`config.mk`:
```
export PLATFORM = sky130hd
export DESIGN_NAME = x86_length_decode_span_top_flat
export DESIGN_NICKNAME = d
export VERILOG_FILES = /design/src/rtl/core/xlds_pkg.sv /design/src/rtl/core/xlds_in_if.sv /design/src/rtl/core/xlds_out_if.sv /design/src/rtl/core/xlds_cfg.sv /design/src/rtl/core/xlds_decode.sv /design/src/rtl/core/x86_length_decode_span_top.sv /design/src/flat_wrapper.sv
export SDC_FILE = /design/constraint.sdc
export NUM_CORES = 1
export LEC_CHECK = 0
export BUFFER_PORTS_ARGS = -buffer_cell sky130_fd_sc_hd__buf_2
export CELL_PAD_IN_SITES_DETAIL_PLACEMENT = 1
export CELL_PAD_IN_SITES_GLOBAL_PLACEMENT = 1
export CORE_ASPECT_RATIO = 1.1
export CORE_MARGIN = 1
export CORE_UTILIZATION = 36
export CTS_CLUSTER_SIZE = 10
export DETAILED_ROUTE_END_ITERATION = 8
export GPL_TIMING_DRIVEN = 0
export PLACE_DENSITY_LB_ADDON = 0.1
export SYNTH_ARGS = -nofsm -noshare
export SYNTH_HDL_FRONTEND = slang
export SYNTH_SLANG_ARGS = --single-unit
```
`constraint.sdc`:
```
create_clock -name clk -period 4.2 [get_ports clk]
set_input_delay 1.05 -clock clk [delete_from_list [all_inputs] [get_ports clk]]
set_output_delay 1.05 -clock clk [all_outputs]
set_load 0.1 [all_outputs]
```
`src/rtl/core/xlds_pkg.sv`:
```
package xlds_pkg;

  localparam int MaxInsnLen = 16;
  localparam int CfgAddrW   = 2;

  localparam logic [CfgAddrW-1:0] AddrMinSpan = 2'd0;
  localparam logic [4:0]          MinSpanRst  = 5'd5;

  localparam logic [7:0] OpPfxOpsize = 8'h66;
  localparam logic [7:0] OpPfxAdsize = 8'h67;
  localparam logic [7:0] OpPfxRepne  = 8'hF2;
  localparam logic [7:0] OpPfxRep    = 8'hF3;
  localparam logic [7:0] OpEscape    = 8'h0F;
  localparam logic [7:0] OpEscMovups = 8'h10;
  localparam logic [7:0] OpEscMovupsSt = 8'h11;
  localparam logic [7:0] OpPushReg   = 8'h50;
  localparam logic [7:0] OpNop       = 8'h90;
  localparam logic [7:0] OpMovRegImm = 8'hB8;
  localparam logic [7:0] OpPushImm8  = 8'h6A;
  localparam logic [7:0] OpPushImm32 = 8'h68;
  localparam logic [7:0] OpMovMoffsLd = 8'hA1;
  localparam logic [7:0] OpMovMoffsSt = 8'hA3;
  localparam logic [7:0] OpGrp1Imm8  = 8'h83;
  localparam logic [7:0] OpGrp1Imm32 = 8'h81;
  localparam logic [7:0] OpMovRmImm  = 8'hC7;

  localparam logic [1:0] ModReg  = 2'd3;
  localparam logic [1:0] ModDisp8 = 2'd1;
  localparam logic [1:0] ModDisp32 = 2'd2;
  localparam logic [1:0] ModNoDisp = 2'd0;
  localparam logic [2:0] RmSib    = 3'd4;
  localparam logic [2:0] RmDisp32 = 3'd5;

  typedef enum logic [4:0] {
    PhLead  = 5'b00001,
    PhEsc   = 5'b00010,
    PhModrm = 5'b00100,
    PhSib   = 5'b01000,
    PhTail  = 5'b10000
  } phase_t;

  typedef enum logic [1:0] {
    StAccept   = 2'd0,
    StComplete = 2'd1,
    StReject   = 2'd2
  } status_t;

  typedef struct packed {
    phase_t     phase;
    logic [4:0] seen;
    logic [3:0] rem;
    logic [7:0] modrm;
    logic [2:0] imm;
    logic [5:0] span;
    logic       done;
  } scan_state_t;

  typedef struct packed {
    logic [4:0] insn_length;
    logic [5:0] span_total;
    status_t    status;
  } result_t;

endpackage

```
`src/rtl/core/xlds_in_if.sv`:
```
interface xlds_in_if;
  logic       valid;
  logic       ready;
  logic [7:0] code_byte;
  logic       restart;

  modport source (output valid, output code_byte, output restart, input ready);
  modport sink (input valid, input code_byte, input restart, output ready);
endinterface

```
`src/rtl/core/xlds_out_if.sv`:
```
interface xlds_out_if;
  logic       valid;
  logic       ready;
  logic [4:0] insn_length;
  logic [5:0] span_total;
  logic [1:0] status;

  modport source (output valid, output insn_length, output span_total, output status,
                  input ready);
  modport sink (input valid, input insn_length, input span_total, input status,
                output ready);
endinterface

```
`src/rtl/core/xlds_cfg.sv`:
```
module xlds_cfg (
  input  logic                          clk,
  input  logic                          rst_n,
  input  logic                          psel,
  input  logic                          penable,
  input  logic                          pwrite,
  input  logic [xlds_pkg::CfgAddrW-1:0] paddr,
  input  logic [31:0]                   pwdata,
  output logic [31:0]                   prdata,
  output logic                          pready,
  output logic [4:0]                    min_span
);

  logic [4:0] min_span_r;
  logic [4:0] min_span_nxt;
  logic       wr_en;

  assign pready = 1'b1;
  assign wr_en  = psel && penable && pwrite && (paddr == xlds_pkg::AddrMinSpan);

  always_comb begin
    min_span_nxt = min_span_r;
    if (wr_en) begin
      min_span_nxt = pwdata[4:0];
    end
  end

  always_ff @(posedge clk) begin
    if (!rst_n) begin
      min_span_r <= xlds_pkg::MinSpanRst;
    end else begin
      min_span_r <= min_span_nxt;
    end
  end

  assign prdata   = (paddr == xlds_pkg::AddrMinSpan) ? {27'd0, min_span_r} : 32'd0;
  assign min_span = min_span_r;

endmodule

```
`src/rtl/core/xlds_decode.sv`:
```
module xlds_decode (
  input  logic              clk,
  input  logic              rst_n,
  input  logic              step,
  input  logic [7:0]        code_byte,
  input  logic              restart,
  input  logic [4:0]        min_span,
  output logic              res_valid,
  output xlds_pkg::result_t res
);

  xlds_pkg::scan_state_t state_r;
  xlds_pkg::scan_state_t state_nxt;
  xlds_pkg::scan_state_t st_cur;
  logic [4:0] seen_inc;
  logic [3:0] rem_dec;
  logic [3:0] disp;
  logic [3:0] rest;
  logic [5:0] span_sum;
  logic [1:0] md;
  logic [2:0] low;
  logic [1:0] held_md;
  logic       do_finish;
  logic       do_reject;
  logic       do_operand;

  function automatic logic has_modrm_plain(input logic [7:0] b);
    logic hit;
    unique case (b)
      8'h01, 8'h03, 8'h29, 8'h2B, 8'h31, 8'h33, 8'h39, 8'h3B,
      8'h84, 8'h85, 8'h88, 8'h89, 8'h8A, 8'h8B, 8'h8D, 8'hFF: hit = 1'b1;
      default: hit = 1'b0;
    endcase
    return hit;
  endfunction

  assign md      = code_byte[7:6];
  assign low     = code_byte[2:0];
  assign held_md = state_r.modrm[7:6];

  always_comb begin
    st_cur = state_r;
    if (restart) begin
      st_cur.phase = xlds_pkg::PhLead;
      st_cur.seen  = 5'd0;
      st_cur.rem   = 4'd0;
      st_cur.modrm = 8'd0;
      st_cur.imm   = 3'd0;
      st_cur.span  = 6'd0;
      st_cur.done  = 1'b0;
    end
    seen_inc   = st_cur.seen + 5'd1;
    rem_dec    = (st_cur.rem != 4'd0) ? st_cur.rem - 4'd1 : 4'd0;
    state_nxt  = state_r;
    do_finish  = 1'b0;
    do_reject  = 1'b0;
    do_operand = 1'b0;
    disp       = 4'd0;
    res_valid  = 1'b0;
    res.insn_length = 5'd0;
    res.span_total  = st_cur.span;
    res.status      = xlds_pkg::StAccept;

    if (step && !st_cur.done) begin
      state_nxt      = st_cur;
      state_nxt.seen = seen_inc;
      if (seen_inc > 5'(xlds_pkg::MaxInsnLen)) begin
        do_reject = 1'b1;
      end else begin
        unique case (st_cur.phase)
          xlds_pkg::PhEsc: begin
            if (code_byte == xlds_pkg::OpEscMovups || code_byte == xlds_pkg::OpEscMovupsSt) begin
              state_nxt.imm   = 3'd0;
              state_nxt.phase = xlds_pkg::PhModrm;
            end else begin
              do_reject = 1'b1;
            end
          end
          xlds_pkg::PhModrm: begin
            state_nxt.modrm = code_byte;
            if (md != xlds_pkg::ModReg && low == xlds_pkg::RmSib) begin
              state_nxt.phase = xlds_pkg::PhSib;
            end else begin
              do_operand = 1'b1;
              priority if (md == xlds_pkg::ModNoDisp) begin
                disp = (low == xlds_pkg::RmDisp32) ? 4'd4 : 4'd0;
              end else if (md == xlds_pkg::ModDisp8) begin
                disp = 4'd1;
              end else if (md == xlds_pkg::ModDisp32) begin
                disp = 4'd4;
              end else begin
                disp = 4'd0;
              end
            end
          end
          xlds_pkg::PhSib: begin
            do_operand = 1'b1;
            priority if (held_md == xlds_pkg::ModNoDisp) begin
              disp = (low == xlds_pkg::RmDisp32) ? 4'd4 : 4'd0;
            end else if (held_md == xlds_pkg::ModDisp8) begin
              disp = 4'd1;
            end else begin
              disp = 4'd4;
            end
          end
          xlds_pkg::PhTail: begin
            state_nxt.rem = rem_dec;
            if (rem_dec == 4'd0) begin
              do_finish = 1'b1;
            end
          end
          default: begin
            state_nxt.phase = xlds_pkg::PhLead;
            priority if (code_byte == xlds_pkg::OpPfxOpsize || code_byte == xlds_pkg::OpPfxAdsize ||
                         code_byte == xlds_pkg::OpPfxRepne || code_byte == xlds_pkg::OpPfxRep) begin
              state_nxt.phase = xlds_pkg::PhLead;
            end else if (code_byte == xlds_pkg::OpEscape) begin
              state_nxt.phase = xlds_pkg::PhEsc;
            end else if (code_byte[7:4] == xlds_pkg::OpPushReg[7:4] ||
                         code_byte == xlds_pkg::OpNop) begin
              do_finish = 1'b1;
            end else if (code_byte == xlds_pkg::OpPushImm8) begin
              state_nxt.rem   = 4'd1;
              state_nxt.phase = xlds_pkg::PhTail;
            end else if (code_byte == xlds_pkg::OpPushImm32 ||
                         code_byte[7:3] == xlds_pkg::OpMovRegImm[7:3] ||
                         code_byte == xlds_pkg::OpMovMoffsLd ||
                         code_byte == xlds_pkg::OpMovMoffsSt) begin
              state_nxt.rem   = 4'd4;
              state_nxt.phase = xlds_pkg::PhTail;
            end else if (has_modrm_plain(code_byte)) begin
              state_nxt.imm   = 3'd0;
              state_nxt.phase = xlds_pkg::PhModrm;
            end else if (code_byte == xlds_pkg::OpGrp1Imm8) begin
              state_nxt.imm   = 3'd1;
              state_nxt.phase = xlds_pkg::PhModrm;
            end else if (code_byte == xlds_pkg::OpGrp1Imm32 ||
                         code_byte == xlds_pkg::OpMovRmImm) begin
              state_nxt.imm   = 3'd4;
              state_nxt.phase = xlds_pkg::PhModrm;
            end else begin
              do_reject = 1'b1;
            end
          end
        endcase
      end
    end

    rest     = disp + {1'b0, st_cur.imm};
    span_sum = st_cur.span + {1'b0, seen_inc};

    if (do_operand) begin
      if (rest == 4'd0) begin
        do_finish = 1'b1;
      end else begin
        state_nxt.rem   = rest;
        state_nxt.phase = xlds_pkg::PhTail;
      end
    end

    if (do_finish || do_reject) begin
      res_valid       = 1'b1;
      state_nxt.phase = xlds_pkg::PhLead;
      state_nxt.seen  = 5'd0;
      state_nxt.rem   = 4'd0;
      state_nxt.modrm = 8'd0;
      state_nxt.imm   = 3'd0;
    end

    if (do_finish) begin
      state_nxt.span  = span_sum;
      res.insn_length = seen_inc;
      res.span_total  = span_sum;
      if (span_sum >= {1'b0, min_span}) begin
        res.status     = xlds_pkg::StComplete;
        state_nxt.done = 1'b1;
      end
    end

    if (do_reject) begin
      res.insn_length = 5'd0;
      res.span_total  = st_cur.span;
      res.status      = xlds_pkg::StReject;
      state_nxt.done  = 1'b1;
    end
  end

  always_ff @(posedge clk) begin
    if (!rst_n) begin
      state_r.phase <= xlds_pkg::PhLead;
      state_r.seen  <= 5'd0;
      state_r.rem   <= 4'd0;
      state_r.modrm <= 8'd0;
      state_r.imm   <= 3'd0;
      state_r.span  <= 6'd0;
      state_r.done  <= 1'b0;
    end else begin
      state_r <= state_nxt;
    end
  end

endmodule

```
`src/rtl/core/x86_length_decode_span_top.sv`:
```
// Order: an accepted byte waits in the input register while the decode stage loads
//   the result register; a stall on out_ch.ready holds both registers.
// Throughput: one byte per cycle when unstalled; one decode stage and result reg set it.
// Reset: synchronous, active-low rst_n empties both registers, clears the scan state
//   and sets min_span to 5.
module x86_length_decode_span_top (
  input  logic                          clk,
  input  logic                          rst_n,
  xlds_in_if.sink                       in_ch,
  xlds_out_if.source                    out_ch,
  input  logic                          cfg_psel,
  input  logic                          cfg_penable,
  input  logic                          cfg_pwrite,
  input  logic [xlds_pkg::CfgAddrW-1:0] cfg_paddr,
  input  logic [31:0]                   cfg_pwdata,
  output logic [31:0]                   cfg_prdata,
  output logic                          cfg_pready
);

  logic              in_valid_r;
  logic              in_valid_nxt;
  logic [7:0]        in_byte_r;
  logic              in_restart_r;
  logic              out_valid_r;
  logic              out_valid_nxt;
  xlds_pkg::result_t out_res_r;
  xlds_pkg::result_t dec_res;
  logic              dec_valid;
  logic              step;
  logic              in_take;
  logic [4:0]        min_span;

  xlds_cfg u_cfg (
    .clk      (clk),
    .rst_n    (rst_n),
    .psel     (cfg_psel),
    .penable  (cfg_penable),
    .pwrite   (cfg_pwrite),
    .paddr    (cfg_paddr),
    .pwdata   (cfg_pwdata),
    .prdata   (cfg_prdata),
    .pready   (cfg_pready),
    .min_span (min_span)
  );

  xlds_decode u_decode (
    .clk       (clk),
    .rst_n     (rst_n),
    .step      (step),
    .code_byte (in_byte_r),
    .restart   (in_restart_r),
    .min_span  (min_span),
    .res_valid (dec_valid),
    .res       (dec_res)
  );

  assign step        = in_valid_r && (!out_valid_r || out_ch.ready);
  assign in_ch.ready = !in_valid_r || step;
  assign in_take     = in_ch.valid && in_ch.ready;

  always_comb begin
    in_valid_nxt = in_valid_r;
    if (in_take) begin
      in_valid_nxt = 1'b1;
    end else if (step) begin
      in_valid_nxt = 1'b0;
    end
    out_valid_nxt = out_valid_r;
    if (step && dec_valid) begin
      out_valid_nxt = 1'b1;
    end else if (out_ch.ready) begin
      out_valid_nxt = 1'b0;
    end
  end

  always_ff @(posedge clk) begin
    if (!rst_n) begin
      in_valid_r  <= 1'b0;
      out_valid_r <= 1'b0;
    end else begin
      in_valid_r  <= in_valid_nxt;
      out_valid_r <= out_valid_nxt;
    end
  end

  always_ff @(posedge clk) begin
    if (in_take) begin
      in_byte_r    <= in_ch.code_byte;
      in_restart_r <= in_ch.restart;
    end
    if (step && dec_valid) begin
      out_res_r <= dec_res;
    end
  end

  assign out_ch.valid       = out_valid_r;
  assign out_ch.insn_length = out_res_r.insn_length;
  assign out_ch.span_total  = out_res_r.span_total;
  assign out_ch.status      = out_res_r.status;

  a_reject_len_zero: assert property (@(posedge clk) disable iff (!rst_n)
    out_ch.valid && out_ch.status == xlds_pkg::StReject |-> out_ch.insn_length == 5'd0)
    else $error("rejected item carries a nonzero length");

  a_len_bound: assert property (@(posedge clk) disable iff (!rst_n)
    out_ch.valid |-> out_ch.insn_length <= 5'(xlds_pkg::MaxInsnLen))
    else $error("instruction length above limit");

  a_cfg_reset: assert property (@(posedge clk) !rst_n |=> min_span == xlds_pkg::MinSpanRst)
    else $error("min_span not at reset value");

  a_step_needs_room: assert property (@(posedge clk) disable iff (!rst_n)
    step |-> in_valid_r && (!out_valid_r || out_ch.ready))
    else $error("decode stepped with no item or no room");

endmodule
```
`src/flat_wrapper.sv`:
```
// flat-port wrapper written by rule: the top's interface ports become plain ports
module x86_length_decode_span_top_flat 
  (clk, rst_n, cfg_psel, cfg_penable, cfg_pwrite, cfg_paddr, cfg_pwdata, cfg_prdata, cfg_pready, in_ch_valid, in_ch_code_byte, in_ch_restart, in_ch_ready, out_ch_valid, out_ch_insn_length, out_ch_span_total, out_ch_status, out_ch_ready);
  xlds_in_if in_ch_i ();
  xlds_out_if out_ch_i ();
  input  logic clk;
  input  logic rst_n;
  input  logic cfg_psel;
  input  logic cfg_penable;
  input  logic cfg_pwrite;
  input  logic [xlds_pkg::CfgAddrW-1:0] cfg_paddr;
  input  logic [31:0] cfg_pwdata;
  output logic [31:0] cfg_prdata;
  output logic cfg_pready;
  input wire logic [$bits(in_ch_i.valid)-1:0] in_ch_valid;
  input wire logic [$bits(in_ch_i.code_byte)-1:0] in_ch_code_byte;
  input wire logic [$bits(in_ch_i.restart)-1:0] in_ch_restart;
  output wire logic [$bits(in_ch_i.ready)-1:0] in_ch_ready;
  output wire logic [$bits(out_ch_i.valid)-1:0] out_ch_valid;
  output wire logic [$bits(out_ch_i.insn_length)-1:0] out_ch_insn_length;
  output wire logic [$bits(out_ch_i.span_total)-1:0] out_ch_span_total;
  output wire logic [$bits(out_ch_i.status)-1:0] out_ch_status;
  input wire logic [$bits(out_ch_i.ready)-1:0] out_ch_ready;
  assign in_ch_i.valid = in_ch_valid;
  assign in_ch_i.code_byte = in_ch_code_byte;
  assign in_ch_i.restart = in_ch_restart;
  assign in_ch_ready = in_ch_i.ready;
  assign out_ch_valid = out_ch_i.valid;
  assign out_ch_insn_length = out_ch_i.insn_length;
  assign out_ch_span_total = out_ch_i.span_total;
  assign out_ch_status = out_ch_i.status;
  assign out_ch_i.ready = out_ch_ready;
  x86_length_decode_span_top u_core (.clk(clk), .rst_n(rst_n), .in_ch(in_ch_i), .out_ch(out_ch_i), .cfg_psel(cfg_psel), .cfg_penable(cfg_penable), .cfg_pwrite(cfg_pwrite), .cfg_paddr(cfg_paddr), .cfg_pwdata(cfg_pwdata), .cfg_prdata(cfg_prdata), .cfg_pready(cfg_pready));
endmodule
```
Word level (Yosys, flattened, before mapping) --
Index checks and enable logic that the tools add are counted.
Word-level totals: bits in registers 61, input bits 50, bits in writable memories 0, memories kept 0, latch bits 0, output and inout port bits 48, ROM bits 0, word-level logic and storage cells 199
Cells by class: shift-type cells 0, eq/ne operators 43, $add $sub $neg 4, bitwise logic cells 2, reductions and logical operators 39, order comparisons 2, multiply operators 0, multiplexer cells 93, div/mod/pow operators 0
Operators by type and width (count):
- == test 8 bit (second input constant) | 16
- 2-to-1 mux 32 bit | 2
- 2-to-1 mux 5 bit | 11
- 2-to-1 mux 4 bit | 13
- == test 8 x 6 -> 1 bit (second input constant) | 6
- 2-to-1 mux 3 bit | 16
- 2-to-1 mux 1 bit | 39
- == test 8 x 7 -> 1 bit (second input constant) | 4
- 2-to-1 mux 8 bit | 3
- == test 8 x 5 -> 1 bit (second input constant) | 2
- case mux 4 bit (2 select lines) | 2
- OR reduction 16 bit | 1
- 2-to-1 mux 15 bit | 1
- case mux 5 bit (3 select lines) | 1
- logical OR 1 bit | 12
- == test 5 bit (second input constant) | 2
- == test 8 x 1 -> 1 bit (second input constant) | 1
- == test 8 x 2 -> 1 bit (second input constant) | 1
- == test 8 x 4 -> 1 bit (second input constant) | 1
- logical AND 1 bit | 8
- zero test 4 bit | 2
- 2-to-1 mux 7 bit | 1
- adder 6 x 5 -> 6 bit | 1
- == test 3 bit (second input constant) | 2
- 22 further kinds | 35

Longest topological paths before layout --
Gate-level depths: netlist (run 1).
depth in word-level cells 25, depth in mapped cells 15, mapped depth without buffers 14

Hierarchy --
From an unflattened synthesis (run 1), not the netlist that was laid out.
Second synthesis, totals: cell total of the unflattened synthesis 442, area, all modules 3798.6 µm²
By module, submodules not included:
- xlds_decode | times used 1, cells each 347, area an instance 2537.4 µm²
- x86_length_decode_span_top | times used 1, cells each 35, area an instance 773.2 µm²
- xlds_cfg | times used 1, cells each 60, area an instance 488.0 µm²

Worst setup path before layout (run 1) --
Ideal clock, no wire load.
path kind input -> register, start input port out_ch_ready, end register u_core.out_res_r, in the netlist u_core.out_ch.insn_length[0], enable pin, data required time 3.844 ns, stages on the path 14, setup time 0.356 ns, path slack -0.152 ns, arrival time 3.996 ns, path through or2b_2 o2111ai_1 buf_6 clkbuf_1 nor2_1 ha_1 ha_1 xor2_1 or4b_1 o21bai_2 o211ai_2 nand2_1 clkbuf_1 nand2_1
On the way: cells in the longest elaborated chain, start to end 11, elaborated cells between the ends (all ways) 14
RTL lines:
- start: declaration | RTL line flat_wrapper.sv:23 | input wire logic [$bits(out_ch_i.ready)-1:0] out_ch_ready;
- logical OR 1 bit * | RTL line x86_length_decode_span_top.sv:57 | assign step = in_valid_r && (!out_valid_r || out_ch.ready);
- logical AND 1 bit * | RTL line x86_length_decode_span_top.sv:57
- logical AND 1 bit | RTL line xlds_decode.sv:64 | if (step && !st_cur.done) begin
- 2-to-1 mux 4 bit | RTL line xlds_decode.sv:64
- adder 4 x 3 -> 4 bit | RTL line xlds_decode.sv:149 | rest = disp + {1'b0, st_cur.imm};
- zero test 4 bit | RTL line xlds_decode.sv:153 | if (rest == 4'd0) begin
- 2-to-1 mux 1 bit | RTL line xlds_decode.sv:153
- 2-to-1 mux 1 bit | RTL line xlds_decode.sv:152 | if (do_operand) begin
- logical OR 1 bit | RTL line xlds_decode.sv:161 | if (do_finish || do_reject) begin
- 2-to-1 mux 1 bit | RTL line xlds_decode.sv:161
- logical AND 1 bit * | RTL line x86_length_decode_span_top.sv:91 | if (step && dec_valid) begin
- end signal: assignment | RTL line x86_length_decode_span_top.sv:92 | out_res_r <= dec_res;
- end: declaration | RTL line x86_length_decode_span_top.sv:26 | xlds_pkg::result_t out_res_r;
Mark *: on every way between the ends. The rest lies on a longest branch, timed or not. A chain may end at the register's enable or synchronous reset.

==> results of run 1 <==
through the flow:
step / hold WS, ns / std cells / total power, mW / TNS (ns)
after detailed placement: 0.467 / 641 / 0.950 / -38.63
after floorplan: 0.444 / 457 / 0.890 / 0
after global placement: 0.461 / 641 / 0.945 / -36.52
final: 0.479 / 654 / 1.36 / 0
after global routing: 0.520 / 654 / 1.42 / 0
after CTS: 0.482 / 652 / 1.37 / 0
cell families (layout without fill, tap and decap cells):
family                   Yosys count  in the layout  share of synthesized area
other                              2             28                    0.00194
XOR/XNOR                          13             13                     0.0294
adder cells (fa/ha/maj)           13             13                     0.0439
AO/OA/AOI/OAI                    102            102                      0.187
AND/OR/NAND/NOR                  175            175                      0.268
multiplexers                       9              9                     0.0236
buffers and inverters             62            116                      0.106
flip-flops                        55             55                      0.341
repair_timing:
action	in CTS	in global routing
resized for setup	9	4
buffers inserted	3	2
pin swaps	1	0
setup endpoints to repair	52	37
state kept, by name, summed over array words and instances, names as in the netlist, 2 cells and up:
name and flops:
u_core.u_cfg.min_span 5, u_core.u_decode.state_r 24, u_core.out_ch.insn_length 5, u_core.in_byte_r 8
u_core.out_ch.span_total 6, u_core.u_decode.held_md 2, u_core.out_ch.status 2
path summary, 6_finish.rpt:
path | from | to | slack, ns | cells after the start
worst min-delay path | u_core.u_cfg.min_span[2] | u_core.u_cfg.min_span[2] | 0.48 | 2
worst max-delay path | u_core.in_restart_r | u_core.out_ch.span_total[3] | 0.17 | 11
worst min register to register | u_core.u_cfg.min_span[2] | u_core.u_cfg.min_span[2] | 0.48 | 2
worst max register to register | u_core.in_restart_r | u_core.out_ch.span_total[3] | 0.17 | 11
worst reg2reg max path: cells and delay by family, from the launching register on:
kind / cells / cell delay [ns]
multiplexers: 1 / 0.35
flip-flops: 1 / 0.48
adder cells (fa/ha/maj): 1 / 0.26
AO/OA/AOI/OAI: 4 / 1.05
AND/OR/NAND/NOR: 5 / 1.64
cells in the final DEF, fill, tap and decap left out, types with 13 or more instances in the layout:
cell type and instances:
nor3_1 18, o21ai_0 19, buf_2 47, nor2_1 33
conb_1 28, nand3_1 13, edfxtp_1 22, a21oi_1 18
buf_4 35, nand2_1 23, dfxtp_1 33
cell type report:
cell class	instances	area, sq um
Buffer	50	385
Clock buffer	6	129
Clock inverter	2	12.5
Fill cell	1281	5840
Inverter	12	45.0
Multi-Input combinational cell	340	2290
Sequential cell	55	1320
Tap cell	143	179
Timing Repair Buffer	46	243
metal layers:
metal / global-route usage / part of all wire / vias to the layer above / wire (um)
met4: 0.0522 / 0.016 / 0 / 180
met1: 0.247 / 0.42 / 1673 / 4710
met3: 0.0259 / 0.033 / 15 / 373
li1: - / - / 1700 / -
met2: 0.396 / 0.53 / 80 / 5880
met5: 0 / 0 / - / 0
power groups by stage:
stage                     registers [mW]  clock network [mW]  logic, mW
after global routing               0.589               0.447      0.379
after detailed placement           0.599                   0      0.351
after CTS                          0.587               0.430      0.356
after floorplan                    0.648                   0      0.242
after global placement             0.598                   0      0.347
final                              0.587               0.417      0.359
==> summary.md, run 1 <==
| Metric | Value |
|---|---|
| Cts bufs inserted | `5` |
| Combinational power share | `0.264` |
| Layout cells sized above 1 | `0.264` |
| Die width | `roughly 100 um` |
| Worst path buffer plus inverter count | `0` |
| Diodes inserted | `0` |
| Final Instance Area | `about 4600 sq um` |
| P_sw | `slightly below 0.5 mW` |
| Initial DRT Pass Iterations | `4` |
| # DRC | `0` |
| Part of the power in registers | `0.430` |
| Minimum clock period | `between 4 and 5 ns` |
| Routability Congestion | `~0.83` |
| CTS tree | `done` |
| Initial Util | `0.371` |
| Clock power frac | `0.306` |
| Critical path's slowest cell | `or4_4` |
| Initial antenna violation count | `0` |
| Pre-CTS setup slack | `-1.03 ns` |
| Final net count | `573` |
| Startpoint Class | `flop` |
| Ports | `around 100` |
| Area contributors post-synth | `dfxtp_1 17%, edfxtp_1 17%, buf_4 5.8%` |
| Overall Global Routing Usage | `0.210` |
| Vias in the first global route | `around 3,600` |
| Internal power | `just under 0.9 mW` |
| CP Capture Type | `flop` |
| Clock-pin slew on the worst setup and hold paths | `about 0.07 ns` |
| Cell Pwr Density | `296 nW/um^2` |
| Mapped Avg Cell Area | `about 9 sq um` |
| Post-DP Area | `4370 sq um` |
| WS Path Type | `reg -> reg` |
| Routed WL per cell | `~17 um` |
| Num Clock Sinks | `55` |
| Register area share after synthesis | `0.341` |
| Total of max-cap violations | `0` |
| Worst slew margin | `0.542` |
| EDFF count, synth | `22` |
| DR vias | `between 3,000 and 4,000` |
| Post-synthesis cell area | `between 3000 and 4000 sq um` |
| Final Hold Vio Count | `0` |
| Synth Flop Type | `dfxtp_1` |
| CORE AREA | `10,400 sq um` |
| DP Wirelength | `between 8000 and 9000 um` |
| First-pass GRT wire length | `~18,000 um` |
| Syn Inst Count | `about 430` |
| Full die area | `around 11,000 sq um` |
| Async SR Flop Fraction | `0` |
| Hold buffers post-CTS | `0` |
| HP Class | `reg -> reg` |
| Fin util | `0.441` |
| Htree depth | `2` |
| Post-DRT Antenna Nets | `0` |
| Worst slew pin tran | `approximately 0.7 ns` |
| Critical path arrival | `just over 4 ns` |
| Final Routed Wirelength | `about 11,000 um` |
| Status | `finished clean` |
| Die height | `111 um` |
| Cell family with most CP delay | `simple AND/OR/NAND/NOR gates` |
| Initial drt markers | `approximately 100` |
| GRT overflow | `0` |
| Clock buffer depth | `2` |
| Final worst setup slack | `roughly 0.17 ns` |
| Largest area contributor in the netlist | `dfxtp_1` |
| CP max FO | `7` |
| Fin crit share | `0.960` |
| Switching power share of the total | `0.355` |
| Commonest cells in the netlist | `33 x dfxtp_1, 33 x nor2_1, 30 x buf_4` |
| Clock root cell | `clkbuf_16` |
| Largest net degree at the start of global routing | `17` |
| Slew Viols, Final | `0` |
| CP max stage delay | `just over 0.6 ns` |
| Worst endpoint required time | `approximately 4.2 ns` |
| Maximum VDD drop | `between 0.1 and 0.15 mV` |
| Pleak | `approximately 1.9 nW` |
| IO Port Bufs | `41` |
| Final setup vio count | `0` |
| # rows | `39` |
| Via density | `around 5.3` |
| Worst-Skew Late Latency | `about 0.3 ns` |
| Layout area overhead | `18.8%` |
| Max Clock Freq | `0.248 GHz` |
| Area share of the largest cell type after synthesis | `0.170` |
| YS warnings | `0` |
| CP Cell Sequence | `or4_4 -> a311oi_4 -> a22oi_1 -> nor2_1 -> ha_1 -> and4b_1 -> or4b_1 -> o21bai_2 -> o211a_2 -> nor2_4 -> mux2_2` |
| Register bit count reported by yosys | `55` |
| Skew final | `between 0.015 and 0.02 ns` |
| RSZ-0062 raised after global routing | `false` |
| Synth unique cells | `76` |
Power figures use the tool's default switching activity.
==> inputs of run 2 (changes only) <==
Settings changed: CORE_MARGIN 1 to not set, CORE_UTILIZATION 36 to 37, CTS_BUF_LIST set to sky130_fd_sc_hd__clkbuf_8.
==> run 2 against run 1 <==
  * Sequential share of layout area is 0.44 points higher
  * Clock skew fell by 0.0045 ns
  * Sequential cell count unchanged
  * Die area decreased by 2.6%
  * Final cell count fell by 0.61%
  * Design area decreased by 1.5%
  * Setup slack got worse by 0.037 ns
  * Non-clock buffer count fell by 1
  * Critical path depth rose by 4
  * Sequential power about the same
  * Fmax shrank 0.92%
  * Largest cell class unchanged
  * Largest power group unchanged
==> summary.md, run 2 (same netlist as run 1, synthesis figures left out) <==
| Metric | Value |
|---|---|
| Fin util | `0.452` |
| Layout area overhead | `16.9%` |
| GRT overflow | `0` |
| Total of max-cap violations | `0` |
| # rows | `38` |
| Worst slew margin | `0.571` |
| Clock buffer depth | `2` |
| Fin crit share | `0.969` |
| First-pass GRT wire length | `approximately 18,000 um` |
| Final setup vio count | `0` |
| Num Clock Sinks | `55` |
| Worst-Skew Late Latency | `approximately 0.32 ns` |
| Final worst setup slack | `approximately 0.13 ns` |
| RSZ-0062 raised after global routing | `false` |
| Tot Pwr | `about 1.3 mW` |
| Critical path arrival | `between 4 and 5 ns` |
| Final Routed Wirelength | `approximately 11,000 um` |
| CP max stage delay | `0.50 ns` |
| # DRC | `0` |
| Post-DP Area | `4360 sq um` |
| Cts bufs inserted | `5` |
| Largest net degree at the start of global routing | `19` |
| Reg with most FFs | `u_core.u_decode.state_r` |
| WHS | `about 0.5 ns` |
| Pre-CTS setup slack | `-0.986 ns` |
| Non-filler cells, final | `650` |
| Routability Congestion | `0.868` |
| Startpoint Class | `input pin` |
| Initial drt markers | `107` |
| Commonest non-fill, non-tap cell in the layout | `buf_2` |
| Final Instance Area | `~4500 sq um` |
| Max reg flops | `24` |
| Max Clock Freq | `between 0.2 and 0.25 GHz` |
| HP Class | `reg -> reg` |
| Die width | `~100 um` |
| Cell family with most CP delay | `simple AND/OR/NAND/NOR gates` |
| Layout cells sized above 1 | `0.265` |
| Initial Util | `0.386` |
| Diodes inserted | `0` |
| Minimum clock period | `~4 ns` |
| Post-DRT Antenna Nets | `0` |
| Final net count | `around 570` |
| Ports | `98` |
| CP max FO | `13` |
| Slew Viols, Final | `0` |
| Clock-pin slew on the worst setup and hold paths | `about 0.11 ns` |
| CP Capture Type | `flop` |
| Worst endpoint required time | `~4.2 ns` |
| Cells after DPL | `~640` |
| Die height | `109 um` |
| Via density | `~5.3` |
| Critical path's slowest cell | `or4b_1` |
| Maximum VDD drop | `0.142 mV` |
| CORE AREA | `about 10,000 sq um` |
| Cell Pwr Density | `277 nW/um^2` |
| Most frequent cells in the layout | `47 x buf_2, 35 x buf_4, 33 x nor2_1, 33 x dfxtp_1, 28 x conb_1` |
| Vias in the first global route | `between 3,000 and 4,000` |
| Overall Global Routing Usage | `0.211` |
| Worst slew pin tran | `roughly 0.64 ns` |
| Initial antenna violation count | `0` |
| Pleak | `1.89 nW` |
| Status | `finished clean` |
| Clock root cell | `clkbuf_8` |
| Routed WL per cell | `roughly 17 um` |
| Final Hold Vio Count | `0` |
| Htree depth | `2` |
| DR vias | `3,426` |
| Initial DRT Pass Iterations | `4` |
| DP Wirelength | `~8600 um` |
| IO Port Bufs | `41` |
| Most frequent CP cell | `ha_1` |
| WS Path Type | `in -> reg` |
| Skew final | `0.0114 ns` |
| CP Cell Sequence | `buf_2 -> or2b_2 -> o2111ai_4 -> buf_8 -> clkbuf_8 -> nor2_1 -> ha_1 -> ha_1 -> xor2_1 -> or4b_1 -> o21bai_2 -> o211ai_2 -> nand2_2 -> buf_4 -> nand2_8` |
| Full die area | `~11,000 sq um` |
| CTS tree | `done` |
| Hold buffers post-CTS | `0` |
| Worst path buffer plus inverter count | `4` |
| Setup TNS | `0 ns` |
[run 2: per-layer routing]
metal	wire length, um	track usage
met3	295	0.0254
met4	163	0.0588
met5	0	0
met2	5640	0.398
met1	4930	0.251
[run 2: worst min-delay path, delay by kind of cell, from the launching register on]
kind | cells | cell delay [ns]
DFF | 1 | 0.33
and+or+nand+nor | 1 | 0.06
muxes | 1 | 0.06
[run 2: area by class of cell]
cell class                 count  area [sq um]
tap                          140           175
clock inverter                 3          25.0
multi-input combinational    340          2280
inverter                      12          45.0
buffer                        50           382
fill                        1229          5500
timing repair buffer          45           235
sequential                    55          1320
clock buffer                   5          68.8
[run 2: final timing paths]
check | startpoint | end | slack [ns] | cells after the start
min | u_core.u_decode.state_r[6] | u_core.u_decode.state_r[6] | 0.49 | 2
max reg2reg | u_core.in_restart_r | u_core.out_ch.status[1] | 0.15 | 15
min reg2reg | u_core.u_decode.state_r[6] | u_core.u_decode.state_r[6] | 0.49 | 2
max | out_ch_ready | u_core.out_ch.status[1] | 0.13 | 15
[run 2: what timing repair did]
item,4_1_cts,5_1_grt
buffers inserted,3,1
resized for setup,8,4
pin swaps,1,0
setup endpoints to repair,52,18
[run 2: power breakdown]
group	internal [mW]	leakage [nW]	switching, mW
Clock	0.120	0.0443	0.192
Sequential	0.575	0.481	0.0119
Combinational	0.0817	1.36	0.276
